[src/rtl/sit_pkg.sv]
// Shared constants and types for the stable sorted insertion table.
package sit_pkg;

  localparam int TABLE_DEPTH_DEF = 16;
  localparam int KEY_BITS_DEF    = 32;
  localparam int REF_BITS_DEF    = 16;
  localparam int OP_W            = 2;

  typedef enum logic [OP_W-1:0] {
    OP_INSERT = 2'd0,
    OP_READ   = 2'd1,
    OP_CLEAR  = 2'd2,
    OP_NOP    = 2'd3
  } op_t;

  // Broadcast control for one cell of the chain.
  typedef struct packed {
    logic ins;   // insert beat accepted and table not full
    logic occ;   // cell holds a live entry
  } cell_ctl_t;

endpackage

[src/rtl/sit_cell.sv]
// One slot of the insertion chain: compare, shift right or load the new entry.
module sit_cell #(
  parameter int KEY_BITS = sit_pkg::KEY_BITS_DEF,
  parameter int REF_BITS = sit_pkg::REF_BITS_DEF
) (
  input  logic                clk,
  input  sit_pkg::cell_ctl_t  ctl,
  input  logic [KEY_BITS-1:0] new_key,
  input  logic [REF_BITS-1:0] new_ref,
  input  logic                new_ret,
  input  logic                prv_shift,
  input  logic [KEY_BITS-1:0] prv_key,
  input  logic [REF_BITS-1:0] prv_ref,
  input  logic                prv_ret,
  output logic                shift_out,
  output logic [KEY_BITS-1:0] key_q,
  output logic [REF_BITS-1:0] ref_q,
  output logic                ret_q
);
  import sit_pkg::*;

  logic [KEY_BITS-1:0] key_r, key_nxt;
  logic [REF_BITS-1:0] ref_r, ref_nxt;
  logic                ret_r, ret_nxt;

  // Live entry strictly above the new key moves one slot toward the tail.
  assign shift_out = ctl.occ && (key_r > new_key);

  always_comb begin
    key_nxt = key_r;
    ref_nxt = ref_r;
    ret_nxt = ret_r;
    if (ctl.ins) begin
      if (prv_shift) begin
        key_nxt = prv_key;
        ref_nxt = prv_ref;
        ret_nxt = prv_ret;
      end else if (shift_out || !ctl.occ) begin
        // free slots past the tail may take a copy; only the first one counts
        key_nxt = new_key;
        ref_nxt = new_ref;
        ret_nxt = new_ret;
      end
    end
  end

  always_ff @(posedge clk) begin
    key_r <= key_nxt;
    ref_r <= ref_nxt;
    ret_r <= ret_nxt;
  end

  assign key_q = key_r;
  assign ref_q = ref_r;
  assign ret_q = ret_r;

endmodule

[src/rtl/stable_sorted_insert_table.sv]
// Top level of the stable sorted insertion table: cell chain, count and result register.
// A result beat is registered and appears in the cycle after its input beat is accepted.
// Throughput: one beat per cycle for every op unless out_tready stalls; all cells
//   compare with the broadcast key and shift in the same cycle, so inserts never iterate.
// Reset (rst_n low, synchronous): empties the table and drops any pending
//   result beat; entry storage itself is not cleared.
module stable_sorted_insert_table #(
  parameter  int TABLE_DEPTH = sit_pkg::TABLE_DEPTH_DEF,
  parameter  int KEY_BITS    = sit_pkg::KEY_BITS_DEF,
  parameter  int REF_BITS    = sit_pkg::REF_BITS_DEF,
  localparam int CNT_W       = $clog2(TABLE_DEPTH + 1),
  localparam int IN_W        = sit_pkg::OP_W + KEY_BITS + REF_BITS + 1 + CNT_W,
  localparam int OUT_W       = CNT_W + 1 + KEY_BITS + REF_BITS + 1 + 1,
  localparam int IN_TW       = ((IN_W + 7) / 8) * 8,
  localparam int OUT_TW      = ((OUT_W + 7) / 8) * 8
) (
  input  logic              clk,
  input  logic              rst_n,
  input  logic              in_tvalid,
  output logic              in_tready,
  // fields from bit 0: op, date_key, loan_ref, returned_in, position, zero pad
  input  logic [IN_TW-1:0]  in_tdata,
  output logic              out_tvalid,
  input  logic              out_tready,
  // fields from bit 0: entry_count, found, key_out, ref_out, returned_out,
  // full_reject, zero pad
  output logic [OUT_TW-1:0] out_tdata
);
  import sit_pkg::*;

  localparam int KEY_LO = OP_W;
  localparam int REF_LO = KEY_LO + KEY_BITS;
  localparam int RET_LO = REF_LO + REF_BITS;
  localparam int POS_LO = RET_LO + 1;

  // unpack the input beat
  logic [OP_W-1:0]     in_op;
  logic [KEY_BITS-1:0] in_key;
  logic [REF_BITS-1:0] in_ref;
  logic                in_ret;
  logic [CNT_W-1:0]    in_pos;

  assign in_op  = in_tdata[OP_W-1:0];
  assign in_key = in_tdata[REF_LO-1:KEY_LO];
  assign in_ref = in_tdata[RET_LO-1:REF_LO];
  assign in_ret = in_tdata[RET_LO];
  assign in_pos = in_tdata[POS_LO+CNT_W-1:POS_LO];

  logic accept;
  logic out_valid_r;
  logic [CNT_W-1:0] count_r, count_nxt;
  logic full;

  // Take a new beat whenever the result register is empty or being drained;
  // hold off while reset is applied.
  assign in_tready = rst_n && (!out_valid_r || out_tready);
  assign accept    = in_tvalid && in_tready;
  assign full      = (count_r == CNT_W'(TABLE_DEPTH));

  logic is_ins, is_rd, is_clr;
  always_comb begin
    is_ins = 1'b0;
    is_rd  = 1'b0;
    is_clr = 1'b0;
    case (op_t'(in_op))
      OP_INSERT: is_ins = 1'b1;
      OP_READ:   is_rd  = 1'b1;
      OP_CLEAR:  is_clr = 1'b1;
      default:   ;
    endcase
  end

  logic do_ins;
  assign do_ins = accept && is_ins && !full;

  // ---------------- cell chain ----------------
  logic [TABLE_DEPTH-1:0] shift_w;
  logic [TABLE_DEPTH-1:0] occ_w;
  logic [TABLE_DEPTH-1:0] hit_w;
  logic [KEY_BITS-1:0]    key_w [TABLE_DEPTH];
  logic [REF_BITS-1:0]    ref_w [TABLE_DEPTH];
  logic [TABLE_DEPTH-1:0] ret_w;

  // read index: position zero acts as position one
  logic [CNT_W-1:0] rd_idx;
  assign rd_idx = (in_pos == '0) ? '0 : in_pos - CNT_W'(1);

  for (genvar i = 0; i < TABLE_DEPTH; i++) begin : g_cell
    cell_ctl_t ctl;
    logic                pshift;
    logic [KEY_BITS-1:0] pkey;
    logic [REF_BITS-1:0] pref;
    logic                pret;

    assign occ_w[i] = (CNT_W'(i) < count_r);
    assign hit_w[i] = (rd_idx == CNT_W'(i));
    assign ctl.ins  = do_ins;
    assign ctl.occ  = occ_w[i];

    if (i == 0) begin : g_head
      // head cell has no left neighbor
      assign pshift = 1'b0;
      assign pkey   = in_key;
      assign pref   = in_ref;
      assign pret   = in_ret;
    end else begin : g_body
      assign pshift = shift_w[i-1];
      assign pkey   = key_w[i-1];
      assign pref   = ref_w[i-1];
      assign pret   = ret_w[i-1];
    end

    sit_cell #(
      .KEY_BITS (KEY_BITS),
      .REF_BITS (REF_BITS)
    ) u_cell (
      .clk       (clk),
      .ctl       (ctl),
      .new_key   (in_key),
      .new_ref   (in_ref),
      .new_ret   (in_ret),
      .prv_shift (pshift),
      .prv_key   (pkey),
      .prv_ref   (pref),
      .prv_ret   (pret),
      .shift_out (shift_w[i]),
      .key_q     (key_w[i]),
      .ref_q     (ref_w[i]),
      .ret_q     (ret_w[i])
    );
  end

  // Select the addressed cell: one-hot AND-OR across the row.
  logic [KEY_BITS-1:0] sel_key;
  logic [REF_BITS-1:0] sel_ref;
  logic                sel_ret;
  always_comb begin
    sel_key = '0;
    sel_ref = '0;
    sel_ret = 1'b0;
    for (int i = 0; i < TABLE_DEPTH; i++) begin
      sel_key = sel_key | (key_w[i] & {KEY_BITS{hit_w[i]}});
      sel_ref = sel_ref | (ref_w[i] & {REF_BITS{hit_w[i]}});
      sel_ret = sel_ret | (ret_w[i] & hit_w[i]);
    end
  end

  // ---------------- count ----------------
  always_comb begin
    count_nxt = count_r;
    if (accept) begin
      if (do_ins) begin
        count_nxt = count_r + CNT_W'(1);
      end else if (is_clr) begin
        count_nxt = '0;
      end
    end
  end

  // ---------------- result register ----------------
  logic                found_nxt, found_r;
  logic [KEY_BITS-1:0] okey_r;
  logic [REF_BITS-1:0] oref_r;
  logic                oret_r;
  logic                rej_r;
  logic [CNT_W-1:0]    ocnt_r;

  assign found_nxt = is_rd && (rd_idx < count_r);

  always_ff @(posedge clk) begin
    if (!rst_n) begin
      count_r     <= '0;
      out_valid_r <= 1'b0;
    end else begin
      count_r <= count_nxt;
      if (accept) begin
        out_valid_r <= 1'b1;
      end else if (out_tready) begin
        out_valid_r <= 1'b0;
      end
    end
  end

  // payload: load on accept, hold while stalled
  always_ff @(posedge clk) begin
    if (accept) begin
      ocnt_r  <= count_nxt;
      found_r <= found_nxt;
      okey_r  <= found_nxt ? sel_key : '0;
      oref_r  <= found_nxt ? sel_ref : '0;
      oret_r  <= found_nxt && sel_ret;
      rej_r   <= is_ins && full;
    end
  end

  assign out_tvalid = out_valid_r;
  assign out_tdata  = OUT_TW'({rej_r, oret_r, oref_r, okey_r, found_r, ocnt_r});

  // ---------------- checks ----------------
  a_count_bound: assert property (@(posedge clk) disable iff (!rst_n)
    count_r <= CNT_W'(TABLE_DEPTH))
    else $error("entry count above table depth");

  a_clear_empties: assert property (@(posedge clk) disable iff (!rst_n)
    (accept && is_clr) |=> (count_r == '0))
    else $error("clear did not empty the table");

  a_reject_full: assert property (@(posedge clk) disable iff (!rst_n)
    (out_valid_r && rej_r) |-> (ocnt_r == CNT_W'(TABLE_DEPTH)))
    else $error("insert rejected while table not full");

  a_found_nonempty: assert property (@(posedge clk) disable iff (!rst_n)
    (out_valid_r && found_r) |-> (ocnt_r != '0))
    else $error("entry found in an empty table");

  a_insert_grows: assert property (@(posedge clk) disable iff (!rst_n)
    do_ins |=> (count_r == $past(count_r) + CNT_W'(1)))
    else $error("insert did not advance the count");

endmodule

[config.mk]
export PLATFORM = sky130hd
export DESIGN_NAME = stable_sorted_insert_table
export DESIGN_NICKNAME = d
export VERILOG_FILES = /design/src/rtl/sit_pkg.sv /design/src/rtl/sit_cell.sv /design/src/rtl/stable_sorted_insert_table.sv
export SDC_FILE = /design/constraint.sdc
export NUM_CORES = 2
export LEC_CHECK = 0
export ABC_AREA = 1
export BUFFER_PORTS_ARGS = -buffer_cell sky130_fd_sc_hd__buf_2
export CORE_ASPECT_RATIO = 1.25
export CORE_MARGIN = 10
export CORE_UTILIZATION = 50
export CTS_BUF_LIST = sky130_fd_sc_hd__clkbuf_16
export DETAILED_ROUTE_END_ITERATION = 8
export GPL_TIMING_DRIVEN = 0
export MAX_ROUTING_LAYER = met4
export PLACE_DENSITY_LB_ADDON = 0.05
export REMOVE_ABC_BUFFERS = 1
export SLEW_MARGIN = 40
export SYNTH_ARGS = -nofsm -noshare
export SYNTH_HDL_FRONTEND = slang
export SYNTH_HIERARCHICAL = 1
export SYNTH_SLANG_ARGS = --single-unit
[constraint.sdc]
create_clock -name clk -period 6.81 [get_ports clk]
set_clock_uncertainty 0.2 [all_clocks]
set_input_delay 0.3405 -clock clk [delete_from_list [all_inputs] [get_ports clk]]
set_output_delay 0.3405 -clock clk [all_outputs]
set_load 0.02 [all_outputs]
==> metrics.log <==
INFO  metric hold_viol_final = 0
INFO  metric die-height = 395.4 µm
INFO  metric path_clk_slew = around 60 ps
INFO  metric clock_latency = 740 ps
INFO  metric seq_power_share = 0.472
INFO  metric use_met3 = 0.05507
INFO  metric maxSlewViolCount = 0
INFO  metric grt_remaining_overflow = 0
INFO  metric core_area = 111800 µm²
INFO  metric power.net_switching = around 0.0035 W
INFO  metric synth.cell_area = 56360 µm²
INFO  metric cts_num_sinks = 846
INFO  metric vias_per_cell = about 5.8
INFO  metric grt_antenna_before_repair = 6
INFO  metric worst_ir_drop_on_vdd = approximately 190 µV
INFO  metric top_level_ports = roughly 120
INFO  metric reg2reg_depth = 18
INFO  metric setup_viol = 0
INFO  metric layout-drive-gt1-share = 0.1106
INFO  metric post-route-period-util = 0.6747
INFO  metric grt_use_total = 0.3375
INFO  metric row_count = 137
INFO  metric die-area = 126600 µm²
INFO  metric final_replace_weighted_congestion = 0.9232
INFO  metric timing.fmax = 217.6 MHz
INFO  metric hpwl = 161600 µm
INFO  metric cts_tree = yes
INFO  metric globalRoute.busiestLayer = met2
INFO  metric numPortBuffers = 117
INFO  metric dpl_worst_slack = 1908 ps
INFO  metric use_met1 = 0.3947
INFO  metric initial_utilization = 0.5043
INFO  metric holdCritPathClass = input port to flop
INFO  metric layout_setup_ws = 2215 ps
INFO  metric tightest_slew = roughly 840 ps
INFO  metric detail_route.wl_per_cell = 25.43 µm
INFO  metric die_x = 320.3 µm
INFO  metric postCtsSetupRepairBufs = 0
INFO  metric grt_first_pass_wirelength = 307500 µm
INFO  metric synth_warnings = 6
INFO  metric sw_frac_of_total = 0.2798
INFO  metric worstPathArrival = between 4000 and 5000 ps
INFO  metric cap_violations = 0
INFO  metric grtUsageMet2 = 0.5498
INFO  metric detail_route.first_pass.iterations = 6
INFO  metric hold-path-cell-count = 3
INFO  metric cts_hold_buffers = 40
INFO  metric first_global_vias = 47.26k
INFO  metric detail_route.wirelength = 212000 µm
INFO  metric p_leak = 28.84 nW
INFO  metric crit_type = input port to flop
INFO  metric final_antenna_net_count = 0
INFO  metric share_of_total_power_in_combinational_logic = 0.138
INFO  metric area_growth = 17.24%
INFO  metric final_common_cell = nand2_1
INFO  metric final_cell_mix = nand2_1 (1721), edfxtp_1 (840), inv_1 (790)
INFO  metric relSlewSlack = 0.4399
INFO  metric cellInternalPower = 0.009021 W
INFO  metric vias = a little under 50k
INFO  metric nNetsFinal = 7386
INFO  metric powerDensity = between 150 and 200 nW/µm²
INFO  metric required = 7040 ps
INFO  metric timing.critical_path.from_type = input port
INFO  metric root_buffer = clkbuf_16
INFO  metric post_synth.cell_area_avg = 8.583 µm²
INFO  metric cts_buffers = ~90
INFO  metric clock_power_share = 0.389
INFO  metric time_the_final_worst_path_needs_with_i_o_delays_and_setup = between 4000 and 5000 ps
INFO  metric end_kind = flop
INFO  metric totalPowerFinal = between 0.01 and 0.015 W
INFO  metric netlist_instances = 6566
INFO  metric status = finished clean
INFO  metric detail_route.drc_violations = 0
INFO  metric cts-root-to-sink-buffers = 3
INFO  metric h_tree_levels = 3
INFO  metric cts_resizes = 0
INFO  metric cp_max_fo = 20
INFO  metric detail_route.iter0.violations = 5232
INFO  metric final_util = 0.5912
INFO  metric unrepaired_setup_endpoints_after_global_routing = false
INFO  metric grt_start_max_net_pins = 82
## through the flow
stage	hold slack, ps	TNS (ps)	area, µm²	instances
global route	61.92	0	66070	8336
CTS	6.216	0	66060	8333
detailed placement	282.5	0	62890	8130
global placement	275.7	-6072750	57490	7861
finish	46.28	0	66070	8337
floorplan	267.8	0	55080	6285
## critical path, cell delays in order
cell and delay [ps]:
dlygate4sd3_1 530, buf_2 390, inv_1 130, ha_1 320, nand2_1 60, nor2_1 290, nand2_1 120, inv_1 60
nand2_1 50, nand2_1 170, nand2_1 80, nand2_1 70, nand2_2 90, nor2_4 390, buf_8 260, buf_16 180
nor2_1 80, a21oi_4 540, buf_8 270, buf_16 180, buf_8 180
## power by group through the flow
| stage | Combinational [W] | Sequential, W | Clock [W] |
|---|---|---|---|
| after floorplan | 0.000863 | 0.00602 | 0 |
| after global placement | 0.00145 | 0.00604 | 0 |
| after detailed placement | 0.00167 | 0.00603 | 0 |
| after CTS | 0.00170 | 0.00592 | 0.00493 |
| after global routing | 0.00188 | 0.00593 | 0.00512 |
| final | 0.00173 | 0.00592 | 0.00487 |
## per-layer routing
layer,wire [µm],up-vias
li1,-,22450
met1,80090,23180
met2,100700,2197
met3,18080,556
met4,13160,0
met5,0,-
## worst paths after layout
| kind | from | endpoint | slack (ps) |
|---|---|---|---|
| worst max-delay path | in_tdata[11] | g_cell[9].u_cell/ref_q[7] | 2220 |
| worst min-delay path | in_tdata[8] | g_cell[2].u_cell/key_q[6] | 50 |
| worst max register to register | g_cell[8].u_cell/key_q[11] | g_cell[9].u_cell/ref_q[7] | 2390 |
| worst min register to register | g_cell[1].u_cell/ref_q[6] | g_cell[2].u_cell/ref_q[6] | 360 |
## state kept, by name, summed over array words and instances (netlist names)
register             count
count_r                  5
found_r                  1
g_cell.u_cell/key_q    512
g_cell.u_cell/ref_q    256
g_cell.u_cell/ret_q     16
ocnt_r                   5
okey_r                  32
oref_r                  16
oret_r                   1
out_tvalid               1
rej_r                    1
## final cells by class
class                   count  area [µm²]
well taps                1459        1826
clock buffers              93        2327
inverters                 809        3049
flip-flops and latches    846       25340
repair buffers            426        6000
fillers                  9988       45690
clock inverters            70       439.2
diodes                      4       10.01
multi-input cells        4630       27080
(Power assumes the default switching activity.)
